==> src/hdl/obk_pkg.sv <==
// Shared codes and control types for the order book table.
package obk_pkg;

  localparam int CNT_W = 7;
  localparam logic [CNT_W-1:0] CNT_MAX = '1;

  localparam logic [2:0] ACT_CREATE = 3'd0;
  localparam logic [2:0] ACT_MODIFY = 3'd1;
  localparam logic [2:0] ACT_DELETE = 3'd2;
  localparam logic [2:0] ACT_BID    = 3'd3;
  localparam logic [2:0] ACT_ASK    = 3'd4;
  localparam logic [2:0] ACT_CLEAR  = 3'd5;

  localparam logic [1:0] TYPE_IOC = 2'd0;

  localparam logic [3:0] ST_CREATED    = 4'd0;
  localparam logic [3:0] ST_IOC        = 4'd1;
  localparam logic [3:0] ST_ID_EXISTS  = 4'd2;
  localparam logic [3:0] ST_AMENDED    = 4'd3;
  localparam logic [3:0] ST_MOD_MISS   = 4'd4;
  localparam logic [3:0] ST_PRICE_DIFF = 4'd5;
  localparam logic [3:0] ST_QTY_HIGH   = 4'd6;
  localparam logic [3:0] ST_DELETED    = 4'd7;
  localparam logic [3:0] ST_DEL_MISS   = 4'd8;
  localparam logic [3:0] ST_BEST       = 4'd9;
  localparam logic [3:0] ST_EMPTY      = 4'd10;
  localparam logic [3:0] ST_CLEARED    = 4'd11;
  localparam logic [3:0] ST_FULL       = 4'd12;

  typedef struct packed {
    logic load;
    logic scan;
    logic finish;
  } obk_cmd_t;

  typedef struct packed {
    logic req_ok;
    logic scan_done;
  } obk_stat_t;

endpackage

==> src/hdl/obk_ctrl.sv <==
// Sequencer for one operation: load, table scan, commit, result hold.
module obk_ctrl (
  input  logic              clk,
  input  logic              rst,
  input  logic              in_valid,
  output logic              in_ready,
  output logic              out_valid,
  input  logic              out_ready,
  input  obk_pkg::obk_stat_t stat,
  output obk_pkg::obk_cmd_t  cmd
);
  import obk_pkg::*;

  typedef enum logic [1:0] {S_IDLE, S_SCAN, S_FINISH} state_t;
  state_t state;

  assign in_ready = (state == S_IDLE);

  always_comb begin
    cmd = '0;
    cmd.load   = (state == S_IDLE) && in_valid;
    cmd.scan   = (state == S_SCAN) && stat.req_ok;
    cmd.finish = (state == S_FINISH) && !(out_valid && !out_ready);
  end

  always_ff @(posedge clk) begin
    if (rst) begin
      state     <= S_IDLE;
      out_valid <= 1'b0;
    end else begin
      if (out_valid && out_ready) out_valid <= 1'b0;
      case (state)
        S_IDLE: begin
          if (in_valid) state <= S_SCAN;
        end
        S_SCAN: begin
          // drop unused action codes without a result
          if (!stat.req_ok) state <= S_IDLE;
          else if (stat.scan_done) state <= S_FINISH;
        end
        S_FINISH: begin
          if (cmd.finish) begin
            out_valid <= 1'b1;
            state     <= S_IDLE;
          end
        end
        default: state <= S_IDLE;
      endcase
    end
  end
endmodule

==> config.mk <==
export PLATFORM = sky130hd
export DESIGN_NAME = obk_ctrl
export DESIGN_NICKNAME = d
export VERILOG_FILES = /design/src/hdl/obk_pkg.sv /design/src/hdl/obk_ctrl.sv
export SDC_FILE = /design/constraint.sdc
export NUM_CORES = 1
export LEC_CHECK = 0
export BUFFER_PORTS_ARGS = -buffer_cell sky130_fd_sc_hd__buf_2
export CELL_PAD_IN_SITES_DETAIL_PLACEMENT = 1
export CELL_PAD_IN_SITES_GLOBAL_PLACEMENT = 2
export CORE_AREA = 2 2 39 41
export CTS_BUF_LIST = sky130_fd_sc_hd__clkbuf_8
export DETAILED_ROUTE_END_ITERATION = 10
export DIE_AREA = 0 0 41 43
export PLACE_DENSITY_LB_ADDON = 0.05
export SETUP_SLACK_MARGIN = 0.5
export SKIP_LAST_GASP = 1
export SLEW_MARGIN = 20
export SYNTH_ARGS = -nofsm -noshare
export SYNTH_HDL_FRONTEND = slang
export SYNTH_SLANG_ARGS = --single-unit
export TNS_END_PERCENT = 50
==> constraint.sdc <==
create_clock -name clk -period 1.7 [get_ports clk]
set_input_delay 0.085 -clock clk [delete_from_list [all_inputs] [get_ports clk]]
set_output_delay 0.085 -clock clk [all_outputs]
set_load 0.02 [all_outputs]
==> impl_results.md, run 1 <==
- Outcome: finished clean
- DRT iter0 DRCs: 2
- WL final: 413 um
- Clock sinks: 3
- Synth top area share: 39.34%
- Vias per cell: 3.587
- Gr usage total: 5.918%
- Yosys Warn Count: 0
- Die W: 41 um
- Final setup vio count: 0
- Hold-fix buffers, CTS: 0
- Critical-path cell list: nand2b_1, nor2b_1, buf_2
- Worst VDD drop: 0.0003646 V
- Vias in the first global route: 177
- Worst skew pair latency: 210 ps
- PwrDens: 1131 nW/um^2
- Antenna violations before repair: 0
- Avg Inst Size Synth: 9.540 um^2
- Syn_nets: 22
- GRT Residual Overflow: 0
- Core area: 1384 um^2
- Synth area leader: dfxtp_1
- Pins Over Slew Limit: 0
- Worst path max stage delay: 360 ps
- Minimum period implied by the final worst setup slack: 1105 ps
- RSZ-0062 raised after global routing: no
- Antenna diode count: 0
- WL/cell: 8.978 um
- Worst rel slew slack: 82.60%
- DRC: 0
- Dpl hpwl: 327.8 um
- Seq/Total Area, Yosys: 39.34%
- Critical path endpoint category: output pin
- CP required: 1620 ps
- Crit share post-route: 65.02%
- Tightest Hold Check Type: primary input to flop
- I/O pin cnt: 11
- Initial core utilization: 11.03%
- Total CTS buffers: 3
- Max Freq: 904.7 MHz
- Final worst slack: 594.7 ps
- Drt first pass iters: 2
- Count of cell types in the netlist: 11
- Worst slack at placement: 781.0 ps
- Register bit count reported by yosys: 3
- First-pass GRT wire length: 648 um
- GPL Wtd Cong: 0.5896
- Synth Instances: 16
- Layout Utilization: 19.44%
- Fin. Hold Viols: 0
- Critical Path Start Type: flop
- Synth area leaders: dfxtp_1, nand2b_1, nor3b_2
- Setup Buffers After CTS: 0
- H-tree depth: 1
- Setup TNS: 0 ps
- Pin count of the biggest net entering global routing: 8
- Die Y-Extent: 43 um
- Setup Crit Path Kind: flop to output pin
- CTS tree: yes
- Share of cells above drive strength 1: 50.00%
- CP delay by family, top: flip-flops
- Routed vias: 165
- Largest fanout on the critical path: 7
- Port buffer count: 10
- Deepest clock path buffer count: 2
- Min Hold Slack: 50.74 ps
- Die area: 1763 um^2
- Maxcap violations: 0
- Final #Nets: 37
- Clock transition at path regs: 30 ps
- Clk root buf: clkbuf_8
- Synth Cell Area: 152.6 um^2
- Worst-margin pin slew: 257.5 ps
- CP Data Arrival Time: 1020 ps
- Leak: 0.0001283 uW
- Post-route ant nets: 0
- Setup Skew: 2.148 ps
- Layout area overhead: 76.23%
- Slowest CP cell: dfxtp_1
- Worst path bufs/invs: 1
- Final Power: 304.3 uW
- Core Rows: 14
where the power goes:
part / internal, uW / switching, uW
Sequential: 73.4 / 3.82
Clock: 153 / 44.6
Combinational: 14.5 / 14.5
Total: 241 / 62.9
kinds of logic after synthesis:
family | after synthesis | share of synthesized area (%)
AND/OR/NAND/NOR | 10 | 47.54
flip-flops | 3 | 39.35
AO/OA/AOI/OAI | 3 | 13.12
final timing paths:
| path | cells past startpoint | slack [ps] | start | to |
|---|---|---|---|---|
| setup / recovery | 3 | 590 | state[0]$_SDFFE_PP0P_ | cmd[0] |
| hold / removal | 2 | 50 | rst | state[1]$_SDFFE_PP0P_ |
| setup reg to reg | 2 | 800 | state[0]$_SDFFE_PP0P_ | state[0]$_SDFFE_PP0P_ |
| hold reg to reg | 2 | 500 | out_valid$_SDFF_PP0_ | out_valid$_SDFF_PP0_ |
per-layer routing:
layer	global-route usage (%)	vias to the layer above	wire, um	share of wire, %
li1	-	85	-	-
met1	5.449	76	165	40
met2	8.438	4	218	53
met3	3.141	0	28	6.8
met4	6.000	0	0	0
met5	0	-	0	0
registers in the layout, summed over array words and instances (netlist names):
name       flops
state          2
out_valid      1
through the flow:
step / cells / instance area, um^2
after global placement: 42 / 222.7
after CTS: 46 / 267.8
after floorplan: 16 / 152.6
final: 46 / 269.0
after global routing: 46 / 269.0
after detailed placement: 42 / 222.7
placed cells by master (no fill, tap or decap), types with 2 or more instances in the layout:
cell type / netlist / routed
buf_2: 0 / 10
clkbuf_8: 0 / 3
nor2_1: 2 / 2
nand2b_1: 2 / 2
a21oi_1: 2 / 2
dfxtp_1: 3 / 2
final cells by class:
class / count / area (um^2)
flip-flops and latches: 3 / 61.31
well taps: 16 / 20.02
clock inverters: 1 / 3.754
multi-input cells: 13 / 92.59
fillers: 174 / 1115
repair buffers: 10 / 50.05
clock buffers: 3 / 41.29
cell usage after synthesis (all sizes together):
cell type,instances
dfxtp,3
a21oi,2
nand2b,2
nor2,2
nand2,1
nand4b,1
nand4bb,1
nor2b,1
nor3b,1
nor4bb,1
o21ba,1
repair_timing:
item                                   4_1_cts  5_1_grt
gates resized for setup                      0        1
endpoints found under the hold margin        0        0
setup endpoints to repair                    0        1
No activity file was read; power rests on OpenSTA's default activity.
==> run 2, diff against run 1 <==
==> constraint.sdc (replaced) <==
create_clock -name clk -period 0.96 [get_ports clk]
set_input_delay 0.048 -clock clk [delete_from_list [all_inputs] [get_ports clk]]
set_output_delay 0.048 -clock clk [all_outputs]
set_load 0.02 [all_outputs]
==> run 2 against run 1 <==
Net effect: the run now ends with negative setup slack left; core utilization up 4.5 points; highest routed layer unchanged; sequential share of layout area is 2.4 points lower; global-route usage rose by 2.0 points; clock skew down 2.0 ps; count of clock-buffer cells in the layout did not move; cell area rose by 23%; critical path depth is the same; first-iteration DRC count down 100%; sequential cell count unchanged; sequential power increased by 75%; critical endpoint unchanged; clock power increased by 80%; combinational power rose by 140%; largest cell class unchanged.
==> impl_results.md, run 2 (synthesis results as in run 1) <==
- Outcome: finished, violations left
- Failing checks: negative setup slack
- CP Data Arrival Time: 950 ps
- GPL Wtd Cong: 0.6232
- Antenna diode count: 0
- Top flop regs: state: 2 flops, out_valid: 1 flops
- Initial core utilization: 11.03%
- DRT iter0 DRCs: 0
- Layout area overhead: 117.2%
- Core area: 1384 um^2
- Worst skew pair latency: 210 ps
- Most flops, register: state
- Worst VDD drop: 0.0006710 V
- Largest fanout on the critical path: 7
- PwrDens: 1692 nW/um^2
- Antenna violations before repair: 0
- DRC: 0
- Leak: 0.0001536 uW
- Die area: 1763 um^2
- Tightest Hold Check Type: primary input to flop
- Post-route cell area: 331.6 um^2
- Minimum period implied by the final worst setup slack: 999.0 ps
- Maxcap violations: 0
- Commonest non-fill, non-tap cells in the layout: buf_2, buf_4, clkbuf_8
- CTS tree: yes
- GRT Residual Overflow: 0
- CP required: 910 ps
- Post-route ant nets: 0
- DP Area: 241.5 um^2
- First-pass GRT wire length: 910 um
- Final setup vio count: 2
- Die Y-Extent: 43 um
- H-tree depth: 1
- Die W: 41 um
- Most common cell after layout, fill and taps aside: buf_2
- Final worst slack: -38.99 ps
- Crit share post-route: 104.1%
- Vias in the first global route: 213
- Critical path endpoint category: output pin
- Final #Nets: 39
- Fin. Hold Viols: 0
- Gr usage total: 7.924%
- Pins Over Slew Limit: 0
- Max Freq: 1001 MHz
- WL final: 517 um
- Clk root buf: clkbuf_8
- Core Rows: 14
- RSZ-0062 raised after global routing: yes
- Max FFs per register: 2
- Total CTS buffers: 3
- Clock transition at path regs: 30 ps
- Routed vias: 181
- Pin count of the biggest net entering global routing: 8
- Critical Path Start Type: flop
- Vias per cell: 3.771
- Worst-margin pin slew: 264.7 ps
- WL/cell: 10.77 um
- Drt first pass iters: 1
- Deepest clock path buffer count: 2
- Setup Crit Path Kind: flop to output pin
- Clock sinks: 3
- Share of cells above drive strength 1: 65.63%
- Worst rel slew slack: 82.11%
- Setup Skew: 0.1027 ps
- Port buffer count: 10
- Final Power: 561.0 uW
- I/O pin cnt: 11
==> run 2: cell count changes in the layout (fill, tap and decap cells not counted), sizes merged <==
cell	change
buf	+2
==> run 2: metal layers <==
layer	vias up	global-route usage, %	routed length, um
met4	0	6.000	0
li1	91	-	-
met3	0	3.141	37
met2	6	12.19	289
met1	84	8.013	190
met5	-	0	0
==> run 2: path summary, 6_finish.rpt <==
| check | cells past startpoint | end | from | slack [ps] |
|---|---|---|---|---|
| setup reg to reg | 4 | out_valid$_SDFF_PP0_ | state[0]$_SDFFE_PP0P_ | 20 |
| setup / recovery | 3 | cmd[0] | state[0]$_SDFFE_PP0P_ | -40 |
| hold / removal | 2 | state[1]$_SDFFE_PP0P_ | rst | 10 |
| hold reg to reg | 2 | state[1]$_SDFFE_PP0P_ | out_valid$_SDFF_PP0_ | 500 |
==> run 2: where the power goes <==
part	switching (uW)	internal, uW	leakage (uW)
Clock	83.7	272	0.0000269
Sequential	8.31	127	0.0000259
Combinational	29.4	40.3	0.000101
==> run 2: timing repair <==
item	4_1_cts	5_1_grt
setup buffers	1	1
resized for setup	9	0
hold buffers	0	0
setup endpoints to repair	8	8
cloned	0	0
pin swaps	1	1
==> run 2: cell type report <==
type                       count  area, um^2
clock inverter                 1       3.754
timing repair buffer          12       82.58
tap                           16       20.02
sequential                     3       67.56
multi-input combinational     13       116.4
fill                         168        1052
clock buffer                   3       41.29
==> run 2: metrics by stage <==
step                util [%]  hold WS [ps]  TNS [ps]  instances  setup WS [ps]
finish                 23.96         11.36    -57.51         48         -38.99
CTS                    23.42         14.21    -94.58         47         -47.43
detailed placement     17.45         242.3         0         42          88.85
floorplan                  -         109.7         0         16          109.1
global placement       17.45         242.9         0         42          87.02
global route           23.96         19.61    -189.5         48         -78.29
==> run 2: worst max-delay path, stage by stage (launching register included) <==
cell	delay, ps
dfxtp_4	360
nand2b_4	160
nor2b_4	110
buf_6	120
==> run 3, diff against run 2 <==
==> constraint.sdc (replaced) <==
create_clock -name clk -period 0.96 [get_ports clk]
set_input_delay 0.192 -clock clk [delete_from_list [all_inputs] [get_ports clk]]
set_output_delay 0.192 -clock clk [all_outputs]
set_load 0.02 [all_outputs]
==> run 3 against run 2 <==
Net effect: the run still ends with negative setup slack left; worst setup slack got worse by 150 ps; clock skew rose by 3.0 ps; worst hold slack improved by 150 ps; total power rose by 2.9%; non-clock buffer count rose by 1; combinational power rose by 20%.
==> impl_results.md, run 3 (synthesis results as in run 1) <==
- Clk root buf: clkbuf_8
- Critical path endpoint category: output pin
- CTS tree: yes
- Fin. Hold Viols: 0
- H-tree depth: 1
- Setup Skew: 3.060 ps
- Gr usage total: 7.207%
- Layout Utilization: 26.13%
- Clock sinks: 3
- DRC: 0
- GRT Residual Overflow: 0
- FF-to-FF setup slack: -80 ps
- Flop pwr share: 23.3%
- WL/cell: 9.796 um
- Top flop regs: state: 2 flops, out_valid: 1 flops
- Core Rows: 14
- Worst setup path endpoint: cmd[2]
- Routed vias: 186
- Maxcap violations: 0
- Pins Over Slew Limit: 0
- Largest fanout on the critical path: 6
- Critical Path Start Type: flop
- Setup TNS: -738.3 ps
- WL final: 480 um
- Antenna diode count: 0
- CP Data Arrival Time: 960 ps
- Total CTS buffers: 3
- Share of cells above drive strength 1: 69.70%
- Final worst slack: -193.4 ps
- Layout area overhead: 136.9%
- Critical R2R Capture: state[0]$_SDFFE_PP0P_
- I/O pin cnt: 11
- Max FFs per register: 2
- Vias per cell: 3.796
- Failing checks: negative setup slack
- Post-route cell area: 361.6 um^2
- Antenna violations before repair: 0
- Switching pwr: 127.5 uW
- Crit share post-route: 120.1%
- GPL Wtd Cong: 0.5615
- Outcome: finished, violations left
- Worst-margin pin slew: 278.4 ps
- Deepest clock path buffer count: 2
- Commonest non-fill, non-tap cells in the layout: buf_2, clkbuf_8, buf_6, buf_4
- Max Freq: 867.0 MHz
- Most flops, register: state
- Leak: 0.0001641 uW
- Combinational power share: 14.5%
- Clock power share: 62.2%
- Initial core utilization: 11.03%
- Tightest Hold Check Type: primary input to flop
- Worst R2R Start: state[1]$_SDFFE_PP0P_
- Sw Ratio: 22.08%
- Final setup vio count: 5
- RSZ-0062 raised after global routing: yes
- Die area: 1763 um^2
- Final Power: 577.4 uW
- First-pass GRT wire length: 745 um
- Final #Nets: 40
- CP required: 770 ps
- Register area: 68.82 um^2
- Critical path launch point: state[1]$_SDFFE_PP0P_
- Die W: 41 um
- Min Hold Slack: 164.3 ps
- Port buffer count: 10
- Fill count: 167
- Core area: 1384 um^2
- Worst rel slew slack: 81.19%
- Most common cell after layout, fill and taps aside: buf_2
- Minimum period implied by the final worst setup slack: 1153 ps
- PwrDens: 1597 nW/um^2
- Multi-input logic area: 121.4 um^2
- Clock transition at path regs: 30 ps
- Worst VDD drop: 0.0006336 V
- Pin count of the biggest net entering global routing: 8
- DRT iter0 DRCs: 2
- Post-route ant nets: 0
- Die Y-Extent: 43 um
- Setup Crit Path Kind: flop to output pin
- Internal power: 449.9 uW
- DP Area: 265.3 um^2
- Worst skew pair latency: 220 ps
- Worst-case reg-to-reg path depth: 3
- Drt first pass iters: 2
- Vias in the first global route: 197
-- run 3: cell count changes in the layout (fill, tap and decap cells not counted) --
cell	previous run	this run
nor2_4	0	1
nor2_2	1	0
dfxtp_2	0	1
buf_6	2	3
dfxtp_1	1	0
buf_4	4	3
buf_12	0	1
-- run 3: worst min-delay path by stage --
stage,endpoint,cells after the start,start,slack (ps)
floorplan,state[1]$_SDFFE_PP0P_,1,rst,250
global placement,state[1]$_SDFFE_PP0P_,2,rst,380
detailed placement,out_valid$_SDFF_PP0_,2,rst,400
CTS,state[1]$_SDFFE_PP0P_,2,rst,170
global route,state[1]$_SDFFE_PP0P_,2,rst,170
finish,state[1]$_SDFFE_PP0P_,2,rst,160
-- run 3: power groups by stage --
stage | clock (uW) | combinational [uW] | sequential, uW
after global routing | 397 | 89.1 | 135
after floorplan | 0 | 37.1 | 138
after detailed placement | 0 | 66.7 | 138
final | 359 | 83.4 | 135
after global placement | 0 | 65.7 | 138
after CTS | 367 | 75.5 | 135
-- run 3: worst max-delay path: stages, from the launching register on --
cell,delay (ps)
dfxtp_4,370
nor3b_4,220
buf_6,150
-- run 3: per-stage QoR --
step,instances,setup slack (ps)
6_report,49,-193.4
5_1_grt,49,-220.2
4_1_cts,47,-182.1
3_5_place_dp,43,28.42
3_3_place_gp,43,29.31
2_1_floorplan,16,93.61
-- run 3: repair_timing --
action,in CTS,in global routing
pin swaps,0,1
endpoints found under the setup margin,8,8
setup buffers,0,2
hold buffers,0,0
resized for setup,7,1
-- run 3: cell type report --
type	instances	share of cell area [%]
Clock buffer	3	11.42
Clock inverter	1	1.038
Multi-Input combinational cell	13	33.56
Sequential cell	3	19.03
Tap cell	16	5.536
Timing Repair Buffer	13	29.41
-- run 3: layer usage --
layer	GRT usage, %	share of wire, %
met1	7.325	36
met2	8.750	52
met3	1.571	5.4
met4	12.00	5.6
met5	0	0
